===== src/sv/buddy_page_allocator_unit_macros.svh =====
// ----------------------------------------------------------------------------
// Buddy page allocator assertion macros
// Concurrent assertion forms used by the allocator controller.
// ----------------------------------------------------------------------------
`ifndef BUDDY_PAGE_ALLOCATOR_UNIT_MACROS_SVH
`define BUDDY_PAGE_ALLOCATOR_UNIT_MACROS_SVH

// Implication checked at every rising clock edge outside reset.
`define BPA_ASSERT(label, clk, rst_n, prop, msg) \
    label: assert property (@(posedge clk) disable iff (!rst_n) prop) else $error(msg);

// Condition that must never be seen at a rising clock edge outside reset.
`define BPA_NEVER(label, clk, rst_n, expr, msg) \
    label: assert property (@(posedge clk) disable iff (!rst_n) !(expr)) else $error(msg);

`endif


===== src/sv/buddy_pkg.sv =====
// ----------------------------------------------------------------------------
// Buddy allocator package
// Widths, sizes and the command and status words between controller and datapath.
// ----------------------------------------------------------------------------
`default_nettype none

package buddy_pkg;

    localparam int PAGE_COUNT = 4096;
    localparam int MAX_ORDER  = 10;
    localparam int ORDERS     = MAX_ORDER + 1;
    localparam int PFN_W      = 12;
    localparam int ORD_W      = 4;
    localparam int CNT_W      = 13;

    typedef enum logic [3:0] {
        OP_NONE,
        OP_CLEAR,
        OP_LOAD,
        OP_BUDDY_RD,
        OP_MERGE,
        OP_SETNODE,
        OP_PSTART,
        OP_PWR1,
        OP_PWR2,
        OP_AREAD,
        OP_AREMOVE,
        OP_SPLIT,
        OP_AFIN
    } op_t;

    typedef struct packed {
        op_t op;
    } cmd_t;

    typedef struct packed {
        logic clr_done;
        logic found;
        logic at_max;
        logic buddy_match;
        logic more_split;
        logic mode_free;
    } status_t;

endpackage

`default_nettype wire


===== src/sv/buddy_ctrl.sv =====
// ----------------------------------------------------------------------------
// Buddy allocator controller
// Sequences the clearing pass, free merges, allocation splits and list pushes.
// ----------------------------------------------------------------------------
`default_nettype none
`include "buddy_page_allocator_unit_macros.svh"

module buddy_ctrl
    import buddy_pkg::*;
(
    input  wire logic    clk,
    input  wire logic    rst_n,
    input  wire logic    start,
    input  wire logic    mode,
    input  wire status_t status,
    output cmd_t         cmd,
    output logic         busy,
    output logic         done
);

    typedef enum logic [11:0] {
        S_CLEAR = 12'b000000000001,
        S_IDLE  = 12'b000000000010,
        S_FLOOP = 12'b000000000100,
        S_FCHK  = 12'b000000001000,
        S_PST   = 12'b000000010000,
        S_PWR1  = 12'b000000100000,
        S_PWR2  = 12'b000001000000,
        S_ARD   = 12'b000010000000,
        S_ARM   = 12'b000100000000,
        S_ASPL  = 12'b001000000000,
        S_DONE  = 12'b010000000000,
        S_SPARE = 12'b100000000000
    } state_t;

    state_t state_reg, state_next;

    always_comb
    begin
        state_next = state_reg;
        cmd.op     = OP_NONE;
        unique case (state_reg)
            S_CLEAR:
            begin
                cmd.op = OP_CLEAR;
                if (status.clr_done)
                    state_next = S_IDLE;
            end
            S_IDLE:
            begin
                if (start)
                begin
                    cmd.op = OP_LOAD;
                    if (mode)
                        state_next = S_FLOOP;
                    else if (status.found)
                        state_next = S_ARD;
                    else
                        state_next = S_DONE;
                end
            end
            S_FLOOP:
            begin
                if (status.at_max)
                begin
                    cmd.op     = OP_SETNODE;
                    state_next = S_PST;
                end
                else
                begin
                    cmd.op     = OP_BUDDY_RD;
                    state_next = S_FCHK;
                end
            end
            S_FCHK:
            begin
                if (status.buddy_match)
                begin
                    cmd.op     = OP_MERGE;
                    state_next = S_FLOOP;
                end
                else
                begin
                    cmd.op     = OP_SETNODE;
                    state_next = S_PST;
                end
            end
            S_PST:
            begin
                cmd.op     = OP_PSTART;
                state_next = S_PWR1;
            end
            S_PWR1:
            begin
                cmd.op     = OP_PWR1;
                state_next = S_PWR2;
            end
            S_PWR2:
            begin
                cmd.op     = OP_PWR2;
                state_next = status.mode_free ? S_DONE : S_ASPL;
            end
            S_ARD:
            begin
                cmd.op     = OP_AREAD;
                state_next = S_ARM;
            end
            S_ARM:
            begin
                cmd.op     = OP_AREMOVE;
                state_next = S_ASPL;
            end
            S_ASPL:
            begin
                if (status.more_split)
                begin
                    cmd.op     = OP_SPLIT;
                    state_next = S_PST;
                end
                else
                begin
                    cmd.op     = OP_AFIN;
                    state_next = S_DONE;
                end
            end
            S_DONE:
            begin
                state_next = S_IDLE;
            end
            default:
            begin
                state_next = S_IDLE;
            end
        endcase
    end

    always_ff @(posedge clk or negedge rst_n)
    begin
        if (!rst_n)
            state_reg <= S_CLEAR;
        else
            state_reg <= state_next;
    end

    assign busy = (state_reg != S_IDLE);
    assign done = (state_reg == S_DONE);

    `BPA_ASSERT(a_state_onehot, clk, rst_n, $onehot(state_reg), "state is not one-hot")
    `BPA_ASSERT(a_accept_busy, clk, rst_n, (start && !busy) |=> busy, "accept did not raise busy")
    `BPA_ASSERT(a_done_single, clk, rst_n, done |=> !done, "result strobe longer than one cycle")
    `BPA_NEVER(a_done_idle, clk, rst_n, done && !busy, "result strobe while idle")

endmodule

`default_nettype wire


===== config.mk =====
export PLATFORM = sky130hd
export DESIGN_NAME = buddy_ctrl
export DESIGN_NICKNAME = d
export VERILOG_FILES = /design/src/sv/buddy_pkg.sv /design/src/sv/buddy_ctrl.sv
export VERILOG_INCLUDE_DIRS = /design/src /design/src/sv
export SDC_FILE = /design/constraint.sdc
export NUM_CORES = 1
export LEC_CHECK = 0
export BUFFER_PORTS_ARGS = -buffer_cell sky130_fd_sc_hd__buf_2
export CORE_MARGIN = 5
export CORE_UTILIZATION = 45
export DETAILED_ROUTE_END_ITERATION = 7
export PLACE_DENSITY = 0.7
export SETUP_SLACK_MARGIN = 0.5
export SLEW_MARGIN = 20
export SYNTH_ARGS = -nofsm -noshare
export SYNTH_HDL_FRONTEND = slang
export SYNTH_SLANG_ARGS = --single-unit

===== constraint.sdc =====
create_clock -name clk -period 2.4 [get_ports clk]
set_input_delay 0.48 -clock clk [delete_from_list [all_inputs] [get_ports clk]]
set_output_delay 0.48 -clock clk [all_outputs]
set_load 0.01 [all_outputs]

==> results.sh, run 1 <==
export IMPL_status="completed"
export IMPL_setup_viol=0
export IMPL_multi_input_area_sq_um=612
export IMPL_dpl_hpwl_um=1650
export IMPL_synth_top_cell_area_share_pct=29.3
export IMPL_core_area_sq_um=1760
export IMPL_drc=0
export IMPL_synth_area_top_cells="dfrtp_1 29%, o22ai_1 4.4%, nor2_1 3.5%"
export IMPL_fill_cells=142
export IMPL_synth_most_common_cell="dfrtp_1"
export IMPL_num_rows=15
export IMPL_cp_required_ns=1.92
export IMPL_fin_crit_ns=2.29
export IMPL_detail_route_antenna_nets=0
export IMPL_cp_end_kind="output port"
export IMPL_cts_tree="built"
export IMPL_die_h_um=53.6
export IMPL_worstMarginPinSlew_ns=0.373
export IMPL_routed_via_density=6.28
export IMPL_rsz0062_at_grt="yes"
export IMPL_startpoint_type="flip-flop"
export IMPL_clk_path_buf_depth=2
export IMPL_synth_seq_cells=11
export IMPL_grt_pass1_vias=898
export IMPL_seq_area_sq_um=287
export IMPL_synth_top_cell_by_area="dfrtp_1"
export IMPL_synth_edff_count=0
export IMPL_netlist_area_sq_um=855
export IMPL_critPathMaxFanout=2
export IMPL_ys_top_cells_by_count="10 x dfrtp_1, 8 x nor2_1, 6 x o22ai_1, 5 x o21ai_0"
export IMPL_diodes=0
export IMPL_die_width_um=53.6
export IMPL_powerDensity_nw_per_um2=1060
export IMPL_h_tree_depth=1
export IMPL_antenna_found_initial=0
export IMPL_dp_cells=132
export IMPL_ff2ff_path_depth=8
export IMPL_track_usage_pct=20.6
export IMPL_wl_um=2690
export IMPL_critical_path_class="flip-flop to output port"
export IMPL_via_count=955
export IMPL_vdd_ir_drop_max_uv=640
export IMPL_place_congestion=0.894
export IMPL_ys_async_sr_fraction_pct=100
export IMPL_nNetsFinal=138
export IMPL_finalSetupTns_ns=0
export IMPL_avgSynthCellArea_sq_um=9.00
export IMPL_finalPower_mw=1.29
export IMPL_first_pass_iters=4
export IMPL_stdcell_count=152
export IMPL_ys_seq_area_share_pct=32.4
export IMPL_fmax_mhz=436
export IMPL_area_growth_pct=42.3
export IMPL_slew_viol_final=0
export IMPL_finalCritPeriodShare_pct=95.5
export IMPL_layout_drive_gt1_share_pct=49.6
export IMPL_largest_reg_flops=11
export IMPL_gr_total_overflow=0
export IMPL_root_buffer="clkbuf_4"
export IMPL_crit_arrival_ns=1.81
export IMPL_first_iter_violations=33
export IMPL_ys_warn_count=0
export IMPL_synthFlopType="dfrtp_1"
export IMPL_cts_clk_slew_worst_paths_ns=0.07
export IMPL_fin_skew_ns=0.000481
export IMPL_netlist_instances=95
export IMPL_initial_core_util_pct=48.4
export IMPL_slew_headroom_pct=74.8
export IMPL_wire_per_inst_um=17.7
export IMPL_dieArea_sq_um=2870
export IMPL_hold_viol_final=0
export IMPL_io_pins=16
export IMPL_fin_util_pct=68.9
export IMPL_grt_max_degree=12
export IMPL_cts_sinks=11
export IMPL_min_path_type="input pin to async pin"
export IMPL_grt_pass1_wl_um=4230
export IMPL_cts_inserted_buffers=3
export IMPL_numPortBuffers=15
export IMPL_synth_nets=105
export IMPL_clk_latency_ns=0.28
export IMPL_p_leak_nw=0.542
export IMPL_synth_distinct_cells=41
export IMPL_maxCapViolCount=0
export IMPL_hold_slack_ns=0.0563
-- worst max-delay path: stages (launching register included) --
cell and delay [ns]:
dfrtp_2 0.43, nor3_4 0.23, nand3_2 0.12, or4_4 0.50, o311ai_2 0.09, buf_2 0.17
-- path summary, 6_finish.rpt --
kind / start / end / slack (ns)
min in group clk: mode / state_reg[7] / 0.37
max reg2reg: state_reg[6] / state_reg[2] / 0.74
max: state_reg[2] / cmd[0] / 0.11
min reg2reg: state_reg[9] / state_reg[9] / 0.57
max in group asynchronous: rst_n / state_reg[0] / 2.08
min: rst_n / state_reg[5] / 0.06
-- power breakdown --
part / leakage [nW] / switching [mW] / internal (mW)
clock network: 0.0150 / 0.0699 / 0.0646
registers: 0.133 / 0.0510 / 0.222
logic: 0.394 / 0.465 / 0.414
total: 0.542 / 0.586 / 0.700
-- cell usage in the layout (no fill, tap or decap), drive strengths merged, types with 2 or more instances in the layout --
master / count
clkbuf: 4
buf: 35
nor3: 5
nand4: 5
o21ai: 5
nand2b: 2
nor4: 5
nor2: 9
a21o: 2
nand3: 4
xnor2: 2
nand2: 3
xor2: 3
inv: 3
dfrtp: 10
nor2b: 4
nor4b: 3
nor3b: 2
o22ai: 6
-- final cells by class --
type	count	share of cell area [%]
clock buffer	4	2.16
inverter	3	0.926
multi-input combinational	74	50.3
sequential	11	23.6
tap	25	2.57
timing repair buffer	35	20.5
-- stage by stage --
| step | setup slack [ns] | area [sq um] |
|---|---|---|
| 6_report | 0.108 | 1220 |
| 5_1_grt | 0.0129 | 1220 |
| 4_1_cts | 0.152 | 1150 |
| 3_5_place_dp | 0.217 | 960 |
| 3_3_place_gp | 0.276 | 960 |
| 2_1_floorplan | 0.469 | 867 |
-- routing by layer --
layer | global-route usage (%) | share of wire, %
met3 | 4.99 | 8.3
met4 | 10.6 | 5.3
met1 | 25.8 | 39
met2 | 32.9 | 47
met5 | 0 | 0
-- cells by family after synthesis --
| kind of cell | after synthesis | synth area share, % |
|---|---|---|
| AO/OA/AOI/OAI | 21 | 17.1 |
| XOR/XNOR | 5 | 5.13 |
| buffers and inverters | 10 | 6.44 |
| flip-flops | 11 | 32.4 |
| multiplexers | 1 | 1.17 |
| AND/OR/NAND/NOR | 47 | 37.8 |
-- repair_timing --
item                                    CTS  global route
cloned                                    0             0
endpoints found under the setup margin    6             6
hold buffers                              0             0
gates resized for setup                  16            10
setup buffers                            13             3
pin swaps                                 9             4
(Power assumes the default switching activity.)
==> run 2, diff against run 1 <==
--- a/config.mk
+++ b/config.mk
@@ -9,6 +9,7 @@
 export BUFFER_PORTS_ARGS = -buffer_cell sky130_fd_sc_hd__buf_2
 export CORE_MARGIN = 5
 export CORE_UTILIZATION = 45
+export CTS_BUF_LIST = sky130_fd_sc_hd__clkbuf_2 sky130_fd_sc_hd__clkbuf_4 sky130_fd_sc_hd__clkbuf_8
 export DETAILED_ROUTE_END_ITERATION = 7
 export PLACE_DENSITY = 0.7
 export SETUP_SLACK_MARGIN = 0.5
==> constraint.sdc (replaced) <==
create_clock -name clk -period 2.4 [get_ports clk]
set_input_delay 0.36 -clock clk [delete_from_list [all_inputs] [get_ports clk]]
set_output_delay 0.36 -clock clk [all_outputs]
set_load 0.01 [all_outputs]
==> results.sh, run 2 (synthesis results as in run 1) <==
export IMPL_critical_path_class="flip-flop to output port"
export IMPL_combPwrFrac_pct=68.6
export IMPL_ff2ff_path_depth=5
export IMPL_hold_path_end="state_reg[7]"
export IMPL_powerDensity_nw_per_um2=1100
export IMPL_grt_pass1_vias=894
export IMPL_fmax_mhz=449
export IMPL_first_pass_iters=4
export IMPL_fin_util_pct=70.6
export IMPL_maxCapViolCount=0
export IMPL_rsz0062_at_grt="yes"
export IMPL_p_sw_share_pct=43.9
export IMPL_wl_um=2840
export IMPL_dpl_hpwl_um=1600
export IMPL_grt_max_degree=13
export IMPL_final_area_sq_um=1240
export IMPL_internal_power_mw=0.770
export IMPL_via_count=969
export IMPL_layout_commonest_cell="buf_4"
export IMPL_clk_latency_ns=0.28
export IMPL_root_buffer="clkbuf_4"
export IMPL_critPathBufInv=1
export IMPL_cts_clk_slew_worst_paths_ns=0.08
export IMPL_clk_path_buf_depth=2
export IMPL_die_width_um=53.6
export IMPL_crit_chain="nor4_4 > nand4_2 > o22a_1 > o311ai_1 > buf_2"
export IMPL_p_switching_mw=0.601
export IMPL_power_frac_seq_pct=20.5
export IMPL_routed_via_density=6.17
export IMPL_worstHoldStart="mode"
export IMPL_detail_route_antenna_nets=0
export IMPL_slowest_stage="dfrtp_2"
export IMPL_io_pins=16
export IMPL_area_growth_pct=45.7
export IMPL_numPortBuffers=15
export IMPL_initial_core_util_pct=48.4
export IMPL_finalCritPeriodShare_pct=92.9
export IMPL_reg2reg_slack_ns=0.64
export IMPL_nNetsFinal=143
export IMPL_track_usage_pct=22.6
export IMPL_finalSetupTns_ns=0
export IMPL_place_congestion=0.903
export IMPL_status="completed"
export IMPL_num_rows=15
export IMPL_cts_sinks=11
export IMPL_core_area_sq_um=1760
export IMPL_dieArea_sq_um=2870
export IMPL_wire_per_inst_um=18.1
export IMPL_setup_viol=0
export IMPL_drc=0
export IMPL_h_tree_depth=1
export IMPL_antenna_found_initial=0
export IMPL_largest_reg_flops=11
export IMPL_place_area_sq_um=932
export IMPL_first_iter_violations=49
export IMPL_startpoint_type="flip-flop"
export IMPL_layout_drive_gt1_share_pct=51.5
export IMPL_cts_tree="built"
export IMPL_rr_startpoint="state_reg[6]"
export IMPL_diodes=0
export IMPL_rr_endpoint="state_reg[1]"
export IMPL_slew_viol_final=0
export IMPL_p_leak_nw=0.582
export IMPL_cp_top_family="simple AND/OR/NAND/NOR gates"
export IMPL_cp_end_kind="output port"
export IMPL_cts_inserted_buffers=3
export IMPL_grt_pass1_wl_um=4460
export IMPL_cp_required_ns=2.04
export IMPL_fin_crit_ns=2.23
export IMPL_worstMarginPinSlew_ns=0.376
export IMPL_gr_total_overflow=0
export IMPL_vdd_ir_drop_max_uv=651
export IMPL_layout_common_cells="21 x buf_4, 13 x buf_2, 8 x dfrtp_2"
export IMPL_holdPathStages=2
export IMPL_crit_arrival_ns=1.87
export IMPL_slowest_delay_ns=0.43
export IMPL_hold_viol_final=0
export IMPL_critPathMaxFanout=5
export IMPL_die_h_um=53.6
export IMPL_slew_headroom_pct=74.8
export IMPL_fin_skew_ns=0.00438
export IMPL_p_clk_share_pct=11.0
export IMPL_min_path_type="input pin to flip-flop"
[run 2: cell count changes in the layout (fill, tap and decap cells not counted), sizes merged]
cell,change
dlygate4sd3,+1
buf,+4
[run 2: final cells by class]
type / instances / area [sq um]
Multi-Input combinational cell: 74 / 597
Fill cell: 137 / 519
Timing Repair Buffer: 40 / 289
Sequential cell: 11 / 287
Tap cell: 25 / 31.3
Clock buffer: 4 / 30.0
Inverter: 3 / 11.3
[run 2: layer usage]
metal | vias up | wire [um] | part of all wire [%] | track usage, %
met5 | - | 0 | 0 | 0
met4 | 0 | 94 | 3.3 | 12.8
met3 | 13 | 266 | 9.4 | 5.26
met2 | 62 | 1360 | 48 | 34.9
met1 | 458 | 1120 | 39 | 28.9
li1 | 436 | - | - | -
[run 2: metrics by stage]
step	total power, mW	worst slack [ns]	hold WS, ns	std cells
CTS	1.20	0.213	0.252	150
floorplan	0.688	0.512	0.0644	95
global placement	0.824	0.285	0.247	130
finish	1.37	0.171	0.253	157
global route	1.45	0.0916	0.258	157
detailed placement	0.836	0.240	0.245	130
[run 2: how the worst max path moves through the flow]
stage | start | end | cells past startpoint
2_1_floorplan | state_reg[5] | cmd[0] | 4
3_3_place_gp | state_reg[1] | cmd[0] | 5
3_5_place_dp | state_reg[1] | cmd[0] | 5
4_1_cts | state_reg[3] | cmd[0] | 5
5_1_grt | state_reg[10] | cmd[0] | 5
6_report | state_reg[6] | cmd[0] | 5
[run 2: what timing repair did]
| item | 4_1_cts | 5_1_grt |
|---|---|---|
| hold buffers | 1 | 0 |
| resized for setup | 19 | 8 |
| setup buffers | 15 | 7 |
| hold endpoints to repair | 10 | 0 |
| pin swaps | 8 | 7 |
| endpoints found under the setup margin | 6 | 6 |
[run 2: worst reg2reg max path: stages, from the launching register on]
cell     delay (ns)
dfrtp_2        0.43
nor4_4         0.42
nand3_2        0.19
buf_4          0.20
o32ai_1        0.25
o22ai_1        0.13
[run 2: power groups by stage]
| stage | Sequential (mW) | Clock, mW | Combinational, mW |
|---|---|---|---|
| floorplan | 0.237 | 0 | 0.450 |
| global route | 0.284 | 0.155 | 1.01 |
| global placement | 0.300 | 0 | 0.524 |
| detailed placement | 0.303 | 0 | 0.533 |
| CTS | 0.272 | 0.150 | 0.782 |
| finish | 0.281 | 0.150 | 0.940 |
==> run 3, diff against run 2 <==
--- a/config.mk
+++ b/config.mk
@@ -8,10 +8,10 @@
 export LEC_CHECK = 0
 export BUFFER_PORTS_ARGS = -buffer_cell sky130_fd_sc_hd__buf_2
 export CORE_MARGIN = 5
-export CORE_UTILIZATION = 45
+export CORE_UTILIZATION = 40
 export CTS_BUF_LIST = sky130_fd_sc_hd__clkbuf_2 sky130_fd_sc_hd__clkbuf_4 sky130_fd_sc_hd__clkbuf_8
 export DETAILED_ROUTE_END_ITERATION = 7
-export PLACE_DENSITY = 0.7
+export PLACE_DENSITY = 0.64
 export SETUP_SLACK_MARGIN = 0.5
 export SLEW_MARGIN = 20
 export SYNTH_ARGS = -nofsm -noshare
==> results.sh, run 3 (synthesis results as in run 1) <==
export IMPL_routed_via_density=5.72
export IMPL_clk_path_buf_depth=2
export IMPL_reg2reg_slack_ns=0.57
export IMPL_p_clk_share_pct=9.5
export IMPL_layout_drive_gt1_share_pct=58.0
export IMPL_slowest_stage="or4_4"
export IMPL_drc=0
export IMPL_crit_arrival_ns=1.81
export IMPL_place_congestion=0.913
export IMPL_finalCritPeriodShare_pct=90.5
export IMPL_min_path_type="input pin to flip-flop"
export IMPL_grt_pass1_wl_um=4060
export IMPL_detail_route_antenna_nets=0
export IMPL_wire_per_inst_um=17.7
export IMPL_pre_cts_ws_ns=0.266
export IMPL_slowest_delay_ns=0.50
export IMPL_p_sw_share_pct=42.7
export IMPL_num_rows=16
export IMPL_io_pins=16
export IMPL_initial_core_util_pct=42.7
export IMPL_via_count=944
export IMPL_antenna_found_initial=0
export IMPL_area_growth_pct=58.9
export IMPL_hold_viol_final=0
export IMPL_power_frac_seq_pct=19.0
export IMPL_combPwrFrac_pct=71.5
export IMPL_grt_pass1_vias=877
export IMPL_cts_sinks=11
export IMPL_cts_tree="built"
export IMPL_cp_end_kind="output port"
export IMPL_crit_chain="nor3_4 > nand3_2 > or4_4 > o311ai_2 > buf_2"
export IMPL_worstMarginPinSlew_ns=0.417
export IMPL_dieArea_sq_um=3160
export IMPL_slew_headroom_pct=71.8
export IMPL_p_leak_nw=0.609
export IMPL_fin_crit_ns=2.17
export IMPL_dpl_hpwl_um=1610
export IMPL_die_h_um=56.2
export IMPL_fin_util_pct=67.8
export IMPL_cp_required_ns=2.04
export IMPL_status="completed"
export IMPL_finalSetupTns_ns=0
export IMPL_rsz0062_at_grt="yes"
export IMPL_cts_clk_slew_worst_paths_ns=0.06
export IMPL_gr_total_overflow=0
export IMPL_h_tree_depth=1
export IMPL_cp_top_family="simple AND/OR/NAND/NOR gates"
export IMPL_fmax_mhz=460
export IMPL_internal_power_mw=0.838
export IMPL_critPathMaxFanout=3
export IMPL_fin_ws_ns=0.228
export IMPL_numPortBuffers=15
export IMPL_cts_inserted_buffers=3
export IMPL_nNetsFinal=149
export IMPL_critPathBufInv=1
export IMPL_vdd_ir_drop_max_uv=615
export IMPL_setup_viol=0
export IMPL_first_iter_violations=29
export IMPL_clk_latency_ns=0.27
export IMPL_diodes=0
export IMPL_powerDensity_nw_per_um2=1080
export IMPL_track_usage_pct=17.0
export IMPL_critical_path_class="flip-flop to output port"
export IMPL_startpoint_type="flip-flop"
export IMPL_first_pass_iters=4
export IMPL_hold_slack_ns=0.266
export IMPL_p_switching_mw=0.625
export IMPL_root_buffer="clkbuf_4"
export IMPL_layout_commonest_cell="buf_4"
export IMPL_die_width_um=56.2
export IMPL_grt_max_degree=12
export IMPL_wl_um=2920
export IMPL_fin_skew_ns=0.00380
export IMPL_slew_viol_final=0
export IMPL_layout_common_cells="24 x buf_4, 14 x buf_2, 9 x dfrtp_2"
export IMPL_maxCapViolCount=0
export IMPL_largest_reg_flops=11
export IMPL_core_area_sq_um=2000
-- run 3: cell types whose count changed in the layout (fill, tap and decap cells not counted), sizes merged --
cell and delta:
buf +6
-- run 3: area by class of cell --
cell class	count	area [sq um]
Multi-Input combinational cell	74	656
Tap cell	27	33.8
Clock buffer	4	30.0
Timing Repair Buffer	46	339
Fill cell	149	644
Inverter	3	11.3
Sequential cell	11	288
-- run 3: what timing repair did --
item / in CTS / in global routing
cloned: 0 / 0
pin swaps: 7 / 4
buffers inserted: 16 / 11
hold buffers: 1 / 0
setup endpoints to repair: 6 / 6
endpoints found under the hold margin: 10 / 0
resized for setup: 20 / 20
-- run 3: path summary, 6_finish.rpt --
kind	start	to	cells past startpoint
worst max register to register	state_reg[7]	state_reg[10]	9
worst min register to register	state_reg[9]	state_reg[9]	1
min in group asynchronous	rst_n	state_reg[4]	2
worst max-delay path	state_reg[10]	cmd[0]	5
max in group asynchronous	rst_n	state_reg[0]	2
worst min-delay path	mode	state_reg[7]	2
-- run 3: power by group through the flow --
stage	registers, mW	logic, mW	clock network [mW]
final	0.278	1.05	0.139
after global routing	0.280	1.12	0.149
after CTS	0.273	0.810	0.142
after detailed placement	0.300	0.533	0
after global placement	0.300	0.530	0
after floorplan	0.237	0.450	0
-- run 3: metrics by stage --
step / power (mW) / area [sq um] / instances
finish: 1.46 / 1360 / 165
detailed placement: 0.832 / 942 / 133
CTS: 1.23 / 1170 / 154
global placement: 0.830 / 942 / 133
global route: 1.55 / 1360 / 165
floorplan: 0.688 / 855 / 95
-- run 3: layer usage --
metal	vias to the layer above	track usage (%)	routed length, um	share of wire [%]
met3	6	6.50	138	4.7
li1	448	-	-	-
met5	-	0	0	0
met2	33	27.4	1510	52
met4	0	9.15	70	2.4
met1	457	19.2	1200	41
